`config.mk`:
```
export PLATFORM = sky130hd
export DESIGN_NAME = biquad_cascade_bandpass_filter
export DESIGN_NICKNAME = d
export VERILOG_FILES = /design/src/rtl/core/bqc_pkg.sv /design/src/rtl/core/bqc_ctrl.sv /design/src/rtl/core/bqc_dp.sv /design/src/rtl/core/biquad_cascade_bandpass_filter.sv
export SDC_FILE = /design/constraint.sdc
export NUM_CORES = 1
export LEC_CHECK = 0
export BUFFER_PORTS_ARGS = -buffer_cell sky130_fd_sc_hd__buf_2
export CORE_MARGIN = 4
export CORE_UTILIZATION = 70
export CTS_BUF_LIST = sky130_fd_sc_hd__clkbuf_8
export DETAILED_ROUTE_END_ITERATION = 16
export PLACE_DENSITY = 0.95
export SLEW_MARGIN = 25
export SYNTH_ARGS = -nofsm -noshare
export SYNTH_HDL_FRONTEND = slang
export SYNTH_HIERARCHICAL = 1
export SYNTH_SLANG_ARGS = --single-unit
```
`constraint.sdc`:
```
create_clock -name clk -period 15.03 [get_ports clk]
set_input_delay 1.503 -clock clk [delete_from_list [all_inputs] [get_ports clk]]
set_output_delay 1.503 -clock clk [all_outputs]
set_load 0.03 [all_outputs]
```
`src/rtl/core/bqc_pkg.sv`:
```
// Shared types and constants for the biquad cascade filter.
package bqc_pkg;

  // Coefficient format: signed Q2.14 fields packed in the config registers
  localparam int COEF_W     = 16;
  localparam int COEF_SETS  = 2;
  localparam int SEC_W      = 1;
  localparam int CFG_DATA_W = 48;
  localparam int CFG_IDX_W  = 3;
  localparam int STEP_W     = 3;

  // Configuration register indexes
  localparam logic [CFG_IDX_W-1:0] REG_ACTIVE_SECTIONS = 3'd0;
  localparam logic [CFG_IDX_W-1:0] REG_SEC0_NUM        = 3'd1;
  localparam logic [CFG_IDX_W-1:0] REG_SEC0_DEN        = 3'd2;
  localparam logic [CFG_IDX_W-1:0] REG_SEC1_NUM        = 3'd3;
  localparam logic [CFG_IDX_W-1:0] REG_SEC1_DEN        = 3'd4;

  // MAC sequence: one product per step, then one drain step
  localparam logic [STEP_W-1:0] STEP_B0    = 3'd0;
  localparam logic [STEP_W-1:0] STEP_B1    = 3'd1;
  localparam logic [STEP_W-1:0] STEP_B2    = 3'd2;
  localparam logic [STEP_W-1:0] STEP_A1    = 3'd3;
  localparam logic [STEP_W-1:0] STEP_A2    = 3'd4;
  localparam logic [STEP_W-1:0] STEP_DRAIN = 3'd5;

  typedef enum logic [1:0] {
    S_IDLE,
    S_MAC,
    S_FIN,
    S_PUSH
  } bqc_state_t;

  // Controller to datapath commands
  typedef struct packed {
    logic              start;      // load input sample, clear clip flag
    logic              mul_en;     // register one product
    logic              acc_en;     // fold registered product into accumulator
    logic              acc_first;  // first product of a section
    logic [STEP_W-1:0] step;       // which term to multiply
    logic [SEC_W-1:0]  sec;        // section being computed
    logic              fin;        // round, saturate, update section state
    logic              load_out;   // move result into output register
  } bqc_cmd_t;

  // Datapath to controller status
  typedef struct packed {
    logic last_sec;
    logic out_free;
  } bqc_status_t;

endpackage

```
`src/rtl/core/bqc_ctrl.sv`:
```
// Sequencer for the biquad cascade: walks sections and MAC steps.
module bqc_ctrl
  import bqc_pkg::*;
(
  input  logic        clk,
  input  logic        rst_n,
  input  logic        in_tvalid,
  output logic        in_tready,
  input  bqc_status_t status,
  output bqc_cmd_t    cmd
);

  bqc_state_t        state_r, state_nxt;
  logic [STEP_W-1:0] step_r, step_nxt;
  logic [SEC_W-1:0]  sec_r, sec_nxt;

  always_ff @(posedge clk) begin
    if (!rst_n) begin
      state_r <= S_IDLE;
      step_r  <= '0;
      sec_r   <= '0;
    end else begin
      state_r <= state_nxt;
      step_r  <= step_nxt;
      sec_r   <= sec_nxt;
    end
  end

  // Next state
  always_comb begin
    state_nxt = state_r;
    step_nxt  = step_r;
    sec_nxt   = sec_r;
    case (state_r)
      S_IDLE: begin
        if (in_tvalid) begin
          state_nxt = S_MAC;
          step_nxt  = STEP_B0;
          sec_nxt   = '0;
        end
      end
      S_MAC: begin
        if (step_r == STEP_DRAIN) begin
          state_nxt = S_FIN;
        end else begin
          step_nxt = step_r + STEP_W'(1);
        end
      end
      S_FIN: begin
        if (status.last_sec) begin
          state_nxt = S_PUSH;
        end else begin
          state_nxt = S_MAC;
          step_nxt  = STEP_B0;
          sec_nxt   = sec_r + SEC_W'(1);
        end
      end
      S_PUSH: begin
        if (status.out_free) begin
          state_nxt = S_IDLE;
        end
      end
      default: state_nxt = S_IDLE;
    endcase
  end

  // Outputs
  always_comb begin
    in_tready     = 1'b0;
    cmd           = '0;
    cmd.step      = step_r;
    cmd.sec       = sec_r;
    case (state_r)
      S_IDLE: begin
        in_tready = 1'b1;
        cmd.start = in_tvalid;
      end
      S_MAC: begin
        cmd.mul_en    = (step_r != STEP_DRAIN);
        cmd.acc_en    = (step_r != STEP_B0);
        cmd.acc_first = (step_r == STEP_B1);
      end
      S_FIN: begin
        cmd.fin = 1'b1;
      end
      S_PUSH: begin
        cmd.load_out = status.out_free;
      end
      default: ;
    endcase
  end

endmodule

```
`src/rtl/core/bqc_dp.sv`:
```
// Datapath: config registers, section state, shared multiplier and accumulator.
module bqc_dp
  import bqc_pkg::*;
#(
  parameter int SECTIONS       = 2,
  parameter int SAMPLE_WIDTH   = 16,
  parameter int COEF_FRAC_BITS = 14
) (
  input  logic                    clk,
  input  logic                    rst_n,
  input  logic                    cfg_we,
  input  logic [CFG_IDX_W-1:0]    cfg_index,
  input  logic [CFG_DATA_W-1:0]   cfg_data,
  input  logic [SAMPLE_WIDTH-1:0] sample_in,
  input  bqc_cmd_t                cmd,
  output bqc_status_t             status,
  input  logic                    out_tready,
  output logic                    out_tvalid,
  output logic [SAMPLE_WIDTH-1:0] sample_out,
  output logic                    saturated
);

  localparam int SW     = SAMPLE_WIDTH;
  localparam int PROD_W = COEF_W + SW;
  localparam int ACC_W  = SW + 19;
  localparam int MAXN   = (SECTIONS < COEF_SETS) ? SECTIONS : COEF_SETS;
  localparam logic [1:0] MAXN_V = 2'(MAXN);
  localparam logic signed [ACC_W-1:0] HALF = ACC_W'(64'sd1 <<< (COEF_FRAC_BITS - 1));
  localparam logic signed [ACC_W-1:0] SMAX = ACC_W'((64'sd1 <<< (SW - 1)) - 64'sd1);
  localparam logic signed [ACC_W-1:0] SMIN = -SMAX - ACC_W'(1);

  logic [1:0]                active_r;
  logic [3*COEF_W-1:0]       num_r [COEF_SETS];
  logic [2*COEF_W-1:0]       den_r [COEF_SETS];

  logic signed [SW-1:0]      x_r;
  logic signed [SW-1:0]      x1_r [COEF_SETS];
  logic signed [SW-1:0]      x2_r [COEF_SETS];
  logic signed [SW-1:0]      y1_r [COEF_SETS];
  logic signed [SW-1:0]      y2_r [COEF_SETS];
  logic                      sat_r;

  logic signed [PROD_W-1:0]  prod_r, prod_nxt;
  logic                      neg_r;
  logic signed [ACC_W-1:0]   acc_r, acc_nxt, term;
  logic signed [COEF_W-1:0]  coef_sel;
  logic signed [SW-1:0]      opnd_sel;
  logic signed [ACC_W-1:0]   rsum, shifted;
  logic signed [SW-1:0]      y_sat;
  logic                      clip;
  logic [1:0]                n_eff;

  logic                      out_valid_r;
  logic [SW-1:0]             out_sample_r;
  logic                      out_sat_r;

  // Config registers
  always_ff @(posedge clk) begin
    if (!rst_n) begin
      active_r <= 2'd2;
      for (int i = 0; i < COEF_SETS; i++) begin
        num_r[i] <= '0;
        den_r[i] <= '0;
      end
    end else if (cfg_we) begin
      case (cfg_index)
        REG_ACTIVE_SECTIONS: active_r <= cfg_data[1:0];
        REG_SEC0_NUM:        num_r[0] <= cfg_data[3*COEF_W-1:0];
        REG_SEC0_DEN:        den_r[0] <= cfg_data[2*COEF_W-1:0];
        REG_SEC1_NUM:        num_r[1] <= cfg_data[3*COEF_W-1:0];
        REG_SEC1_DEN:        den_r[1] <= cfg_data[2*COEF_W-1:0];
        default: ;
      endcase
    end
  end

  // Effective section count: zero acts as one, clamp to the built maximum
  always_comb begin
    n_eff = (active_r == 2'd0) ? 2'd1 : active_r;
    if (n_eff > MAXN_V) n_eff = MAXN_V;
  end

  assign status.last_sec = ({1'b0, cmd.sec} + 2'd1) >= n_eff;
  assign status.out_free = !out_valid_r || out_tready;

  // Term selection for the shared multiplier
  always_comb begin
    case (cmd.step)
      STEP_B0: begin
        coef_sel = num_r[cmd.sec][COEF_W-1:0];
        opnd_sel = x_r;
      end
      STEP_B1: begin
        coef_sel = num_r[cmd.sec][2*COEF_W-1:COEF_W];
        opnd_sel = x1_r[cmd.sec];
      end
      STEP_B2: begin
        coef_sel = num_r[cmd.sec][3*COEF_W-1:2*COEF_W];
        opnd_sel = x2_r[cmd.sec];
      end
      STEP_A1: begin
        coef_sel = den_r[cmd.sec][COEF_W-1:0];
        opnd_sel = y1_r[cmd.sec];
      end
      STEP_A2: begin
        coef_sel = den_r[cmd.sec][2*COEF_W-1:COEF_W];
        opnd_sel = y2_r[cmd.sec];
      end
      default: begin
        coef_sel = '0;
        opnd_sel = '0;
      end
    endcase
  end

  assign prod_nxt = coef_sel * opnd_sel;
  assign term     = neg_r ? -ACC_W'(prod_r) : ACC_W'(prod_r);
  assign acc_nxt  = cmd.acc_first ? term : acc_r + term;

  // Round half up, floor shift, saturate
  assign rsum    = acc_r + HALF;
  assign shifted = rsum >>> COEF_FRAC_BITS;
  always_comb begin
    clip  = 1'b0;
    y_sat = shifted[SW-1:0];
    if (shifted > SMAX) begin
      clip  = 1'b1;
      y_sat = SMAX[SW-1:0];
    end else if (shifted < SMIN) begin
      clip  = 1'b1;
      y_sat = SMIN[SW-1:0];
    end
  end

  always_ff @(posedge clk) begin
    if (cmd.mul_en) begin
      prod_r <= prod_nxt;
      neg_r  <= (cmd.step == STEP_A1) || (cmd.step == STEP_A2);
    end
    if (cmd.acc_en) begin
      acc_r <= acc_nxt;
    end
  end

  // Section state and running sample
  always_ff @(posedge clk) begin
    if (!rst_n) begin
      x_r   <= '0;
      sat_r <= 1'b0;
      for (int i = 0; i < COEF_SETS; i++) begin
        x1_r[i] <= '0;
        x2_r[i] <= '0;
        y1_r[i] <= '0;
        y2_r[i] <= '0;
      end
    end else if (cmd.start) begin
      x_r   <= sample_in;
      sat_r <= 1'b0;
    end else if (cmd.fin) begin
      x2_r[cmd.sec] <= x1_r[cmd.sec];
      x1_r[cmd.sec] <= x_r;
      y2_r[cmd.sec] <= y1_r[cmd.sec];
      y1_r[cmd.sec] <= y_sat;
      x_r           <= y_sat;
      sat_r         <= sat_r | clip;
    end
  end

  // Output register
  always_ff @(posedge clk) begin
    if (!rst_n) begin
      out_valid_r <= 1'b0;
    end else if (cmd.load_out) begin
      out_valid_r <= 1'b1;
    end else if (out_tready) begin
      out_valid_r <= 1'b0;
    end
  end

  always_ff @(posedge clk) begin
    if (cmd.load_out) begin
      out_sample_r <= x_r;
      out_sat_r    <= sat_r;
    end
  end

  assign out_tvalid = out_valid_r;
  assign sample_out = out_sample_r;
  assign saturated  = out_sat_r;

endmodule

```
`src/rtl/core/biquad_cascade_bandpass_filter.sv`:
```
// Top level of the cascaded direct-form-I biquad filter.
// One shared multiplier runs five products per section plus a drain and a round/saturate step;
//   a new sample is taken only after the previous result has entered the output register.
// Reset (rst_n low, synchronous): clears delay lines, coefficients to zero, two sections active,
//   output register empty.
module biquad_cascade_bandpass_filter
  import bqc_pkg::*;
#(
  parameter int SECTIONS       = 2,
  parameter int SAMPLE_WIDTH   = 16,
  parameter int COEF_FRAC_BITS = 14
) (
  input  logic                                  clk,
  input  logic                                  rst_n,
  // Configuration write port
  input  logic                                  cfg_we,
  input  logic [CFG_IDX_W-1:0]                  cfg_index,
  input  logic [CFG_DATA_W-1:0]                 cfg_data,
  // Input stream
  input  logic                                  in_tvalid,
  output logic                                  in_tready,
  input  logic [((SAMPLE_WIDTH+7)/8)*8-1:0]     in_tdata,   // sample_in
  // Result stream
  output logic                                  out_tvalid,
  input  logic                                  out_tready,
  output logic [((SAMPLE_WIDTH+7)/8)*8-1:0]     out_tdata,  // sample_out
  output logic                                  out_tuser   // saturated
);

  localparam int TDATA_W = ((SAMPLE_WIDTH + 7) / 8) * 8;

  bqc_cmd_t                cmd;
  bqc_status_t             status;
  logic [SAMPLE_WIDTH-1:0] sample_out;

  // Controller: one item at a time, sections and MAC steps in sequence
  bqc_ctrl u_ctrl (
    .clk       (clk),
    .rst_n     (rst_n),
    .in_tvalid (in_tvalid),
    .in_tready (in_tready),
    .status    (status),
    .cmd       (cmd)
  );

  // Datapath: the result register lets the next sample in while a result waits
  bqc_dp #(
    .SECTIONS       (SECTIONS),
    .SAMPLE_WIDTH   (SAMPLE_WIDTH),
    .COEF_FRAC_BITS (COEF_FRAC_BITS)
  ) u_dp (
    .clk        (clk),
    .rst_n      (rst_n),
    .cfg_we     (cfg_we),
    .cfg_index  (cfg_index),
    .cfg_data   (cfg_data),
    .sample_in  (in_tdata[SAMPLE_WIDTH-1:0]),
    .cmd        (cmd),
    .status     (status),
    .out_tready (out_tready),
    .out_tvalid (out_tvalid),
    .sample_out (sample_out),
    .saturated  (out_tuser)
  );

  // Zero-pad the sample up to whole bytes
  assign out_tdata = TDATA_W'(sample_out);

  // Hold off new input transactions once one is taken
  a_busy_after_accept: assert property (@(posedge clk) disable iff (!rst_n)
    in_tvalid && in_tready |=> !in_tready)
    else $error("input accepted while a sample is in flight");

  // Never overwrite a result that has not been taken
  a_no_overwrite: assert property (@(posedge clk) disable iff (!rst_n)
    cmd.load_out |-> (!out_tvalid || out_tready))
    else $error("result register overwritten");

  // Round and update only after the accumulator drained
  a_fin_after_drain: assert property (@(posedge clk) disable iff (!rst_n)
    cmd.fin |-> $past(cmd.acc_en) && !$past(cmd.mul_en))
    else $error("section finished before accumulation completed");

endmodule

```
==> results.py <==
metrics = {
    "sta": {
        "finalCritPeriodShare": 0.618,
        "fin_crit_ns": 9.28,
        "fin_skew_ns": 0.0494,
        "tightest_slew_ns": 1.13,
        "finalSetupTns_ns": 0,
        "max_freq_ghz": 0.108,
        "finalSetupViolCount": 0,
        "rsz0062_at_grt": "false",
        "hold_viol": 0,
        "maxSlewViolCount": 0,
        "relSlewSlack": 0.239,
    },
    "worst_setup_path": {
        "worstSetupPathType": "register to register",
        "worstPathRequired_ns": 15.42,
        "ff2ff_path_depth": 28,
        "critPathMaxStageDelay_ns": 0.69,
        "end_kind": "register",
        "crit_fanout": 30,
        "critPathLaunchType": "register",
        "cp_data_arrival_time_ns": 9.67,
        "slowest_stage": "inv_1",
    },
    "clock_network": {
        "clk_latency_ns": 0.66,
        "postCtsSetupBuffers": 0,
        "cts.sinks": 398,
        "cts_resized": 0,
        "cts_buffers": 68,
        "cts_root_buf": "clkbuf_8",
        "htreeDepth": 3,
        "cts_buffer_depth": 3,
        "clkTransAtPathRegs_ns": 0.06,
        "holdBufCountCts": 0,
        "cts_tree": "built",
    },
    "routing": {
        "firstDrtPassIters": 8,
        "drt-initial-drc-count": 3028,
        "antenna_left": 0,
        "met2_length_microns": 38000,
        "vias": 22200,
        "wl_met3_microns": 9660,
        "vias_per_cell": 6.63,
        "routed.top_layer": "met5",
        "wl_per_cell_microns": 23.5,
        "met1_length_microns": 26300,
        "wirelength_microns": 78700,
        "drc": 0,
    },
    "yosys": {
        "synth_nets": 3139,
        "ys_types": 85,
        "synth_warnings": 6,
        "async_reset_ff_frac": 0,
        "yosysSeqAreaShare": 0.403,
        "synth-edff-count": 373,
        "synth_top_cell_by_area": "edfxtp_1",
        "syn_area_sq_um": 29000,
        "synth-seq-cells": 398,
        "synthFlopType": "edfxtp_1",
        "syn-instance-count": 2683,
        "syn_avg_cell_area_sq_um": 10.8,
        "synthTopCellsByArea": "edfxtp_1 39%, fa_1 18%, ha_1 5.2%, inv_1 4.4%, nor2_1 3.6%",
        "synth_top_area_frac": 0.386,
    },
    "power": {
        "power_switching_mw": 3.52,
        "seqPwrFrac": 0.220,
        "power_leakage_nw": 13.3,
        "p_int_mw": 3.99,
        "peakVddDrop_mv": 0.349,
        "p_sw_frac": 0.469,
        "power_density_nw_per_um2": 239,
        "pwr-share-comb": 0.656,
        "power.share.clock": 0.124,
    },
    "global_route": {
        "grt_start_max_net_pins": 74,
        "grt-ovfl-total": 0,
        "antenna_found_initial": 1,
        "grt_pass1_wl_microns": 124000,
        "track_usage": 0.356,
        "grt_pass1_vias": 23200,
    },
    "floorplanning": {
        "die_h_microns": 212,
        "rows": 74,
        "dieArea_sq_um": 44800,
        "core_area_sq_um": 40900,
        "start_util": 0.709,
        "ioPinCount": 91,
        "die_x_microns": 212,
    },
    "hold_path": {
        "hp-class": "register to register",
        "holdPathStages": 0,
    },
    "cells_and_area": {
        "syn2layout_area_growth_pct": 8.03,
        "finalNetCount": 3220,
        "drive_gt1_frac": 0.115,
        "design_area_sq_um": 31400,
        "fillers": 2352,
        "diodes": 0,
    },
    "placement": {
        "gp_congestion": 0.934,
        "dp_hpwl_microns": 55000,
        "port-buffer-count": 90,
        "placed_cell_area_sq_um": 30100,
    },
    "flow_run": {
        "drv_cap": 0,
    },
    "status": {
        "status": "finished clean",
    },
}
-- final cells by class --
type	instances	area, sq um	area share
tap	532	666	0.0212
clock buffer	74	1020	0.0325
multi-input combinational	1822	15700	0.500
inverter	341	1280	0.0408
timing repair buffer	133	778	0.0248
clock inverter	44	236	0.00754
sequential	398	11700	0.373
-- Yosys cell counts, types with 7 or more instances --
cell / count
edfxtp_1: 373
inv_1: 341
nor2_1: 281
fa_1: 263
nand2_1: 214
ha_1: 121
and2_1: 105
clkbuf_1: 104
a21oi_1: 97
o21ai_0: 93
xnor2_1: 76
and3_1: 66
mux2i_1: 43
xor2_1: 35
a221oi_1: 29
nand2b_1: 28
dfxtp_1: 25
mux2_2: 22
a211oi_1: 21
a21o_1: 21
nand3_1: 20
a22oi_1: 19
a21boi_0: 18
a31o_2: 18
a221o_1: 17
a22o_1: 16
o21a_1: 14
o31ai_1: 14
nor3_1: 13
buf_1: 11
o221ai_1: 10
nand4_1: 9
o221a_2: 9
nor3b_1: 8
o211ai_1: 8
o21bai_1: 8
o22ai_1: 8
nor2b_1: 7
-- state kept, by name (all words and copies together) (netlist names) --
signal / cells
u_dp/num_r: 96
u_dp/prod_r: 32
u_dp/y2_r: 32
u_dp/den_r: 64
u_dp/out_tvalid: 1
u_dp/acc_r: 35
u_dp/x1_r: 32
u_ctrl/state_r: 2
u_ctrl/step_r: 3
u_dp/saturated: 1
u_dp/neg_r: 1
u_ctrl/sec_r: 1
u_dp/sample_out: 16
u_dp/y1_r: 32
u_dp/sat_r: 1
u_dp/x_r: 16
u_dp/active_r: 1
u_dp/x2_r: 32
-- critical path: cells and delay by family (launching register included) --
family | cells | cell delay (ns)
flops | 1 | 0.31
xor+xnor | 1 | 0.12
simple gates | 3 | 1.24
buf+inv | 7 | 1.20
fa+ha+maj | 7 | 3.45
compound gates | 10 | 2.67
-- power by group through the flow --
stage                     combinational (mW)  sequential, mW  clock (mW)
after floorplan                         3.55            1.62           0
after global placement                  4.50            1.66           0
after detailed placement                4.80            1.66           0
after CTS                               4.84            1.64       0.934
after global routing                    5.51            1.65       0.989
final                                   4.93            1.65       0.933
-- per-layer routing --
metal  up-vias  track usage
met2      1681        0.587
met3       391       0.0900
met4         2        0.180
li1       9357            -
met5         -            0
met1     10700        0.442
-- cells by family (layout without fill, tap and decap cells) --
| family | count (synthesis) | after routing | share of synthesized area |
|---|---|---|---|
| multiplexers | 68 | 68 | 0.0257 |
| adder cells (fa/ha/maj) | 384 | 384 | 0.234 |
| buffers and inverters | 463 | 592 | 0.0617 |
| flip-flops | 398 | 398 | 0.403 |
| AND/OR/NAND/NOR | 791 | 791 | 0.130 |
| XOR/XNOR | 111 | 111 | 0.0335 |
| AO/OA/AOI/OAI | 468 | 468 | 0.113 |
-- worst paths after layout --
kind | from | endpoint | slack (ns)
min reg2reg | u_dp/sat_r | u_dp/saturated | 0.45
max reg2reg | u_ctrl/step_r[2] | u_dp/prod_r[30] | 5.75
max | u_ctrl/step_r[2] | u_dp/prod_r[30] | 5.75
min | u_dp/sat_r | u_dp/saturated | 0.45
-- stage by stage --
stage / total power [mW] / hold slack (ns) / std cells / setup slack (ns) / util
after floorplan: 5.17 / 0.409 / 2683 / 6.85 / -
after global placement: 6.15 / 0.416 / 3224 / 6.17 / 0.735
after detailed placement: 6.46 / 0.433 / 3225 / 5.77 / 0.735
after CTS: 7.41 / 0.447 / 3343 / 5.70 / 0.766
after global routing: 8.16 / 0.449 / 3344 / 5.56 / 0.766
final: 7.51 / 0.447 / 3344 / 5.75 / 0.766
-- cells in the final DEF, fill, tap and decap left out, types with 14 or more instances in the layout --
cell / count
a211oi_1: 21
a21boi_0: 17
a21o_1: 21
a21oi_1: 95
a221o_1: 17
a221oi_1: 24
a22o_1: 16
a22oi_1: 19
a31o_2: 18
and2_1: 105
and3_1: 65
buf_2: 91
buf_4: 41
clkbuf_8: 74
dfxtp_1: 23
edfxtp_1: 373
fa_1: 263
ha_1: 121
inv_1: 369
mux2_2: 22
mux2i_1: 43
nand2_1: 210
nand2b_1: 28
nand3_1: 20
nor2_1: 279
o21a_1: 14
o21ai_0: 90
xnor2_1: 76
xor2_1: 35
Note: power is estimated with default switching activity, not from simulation.
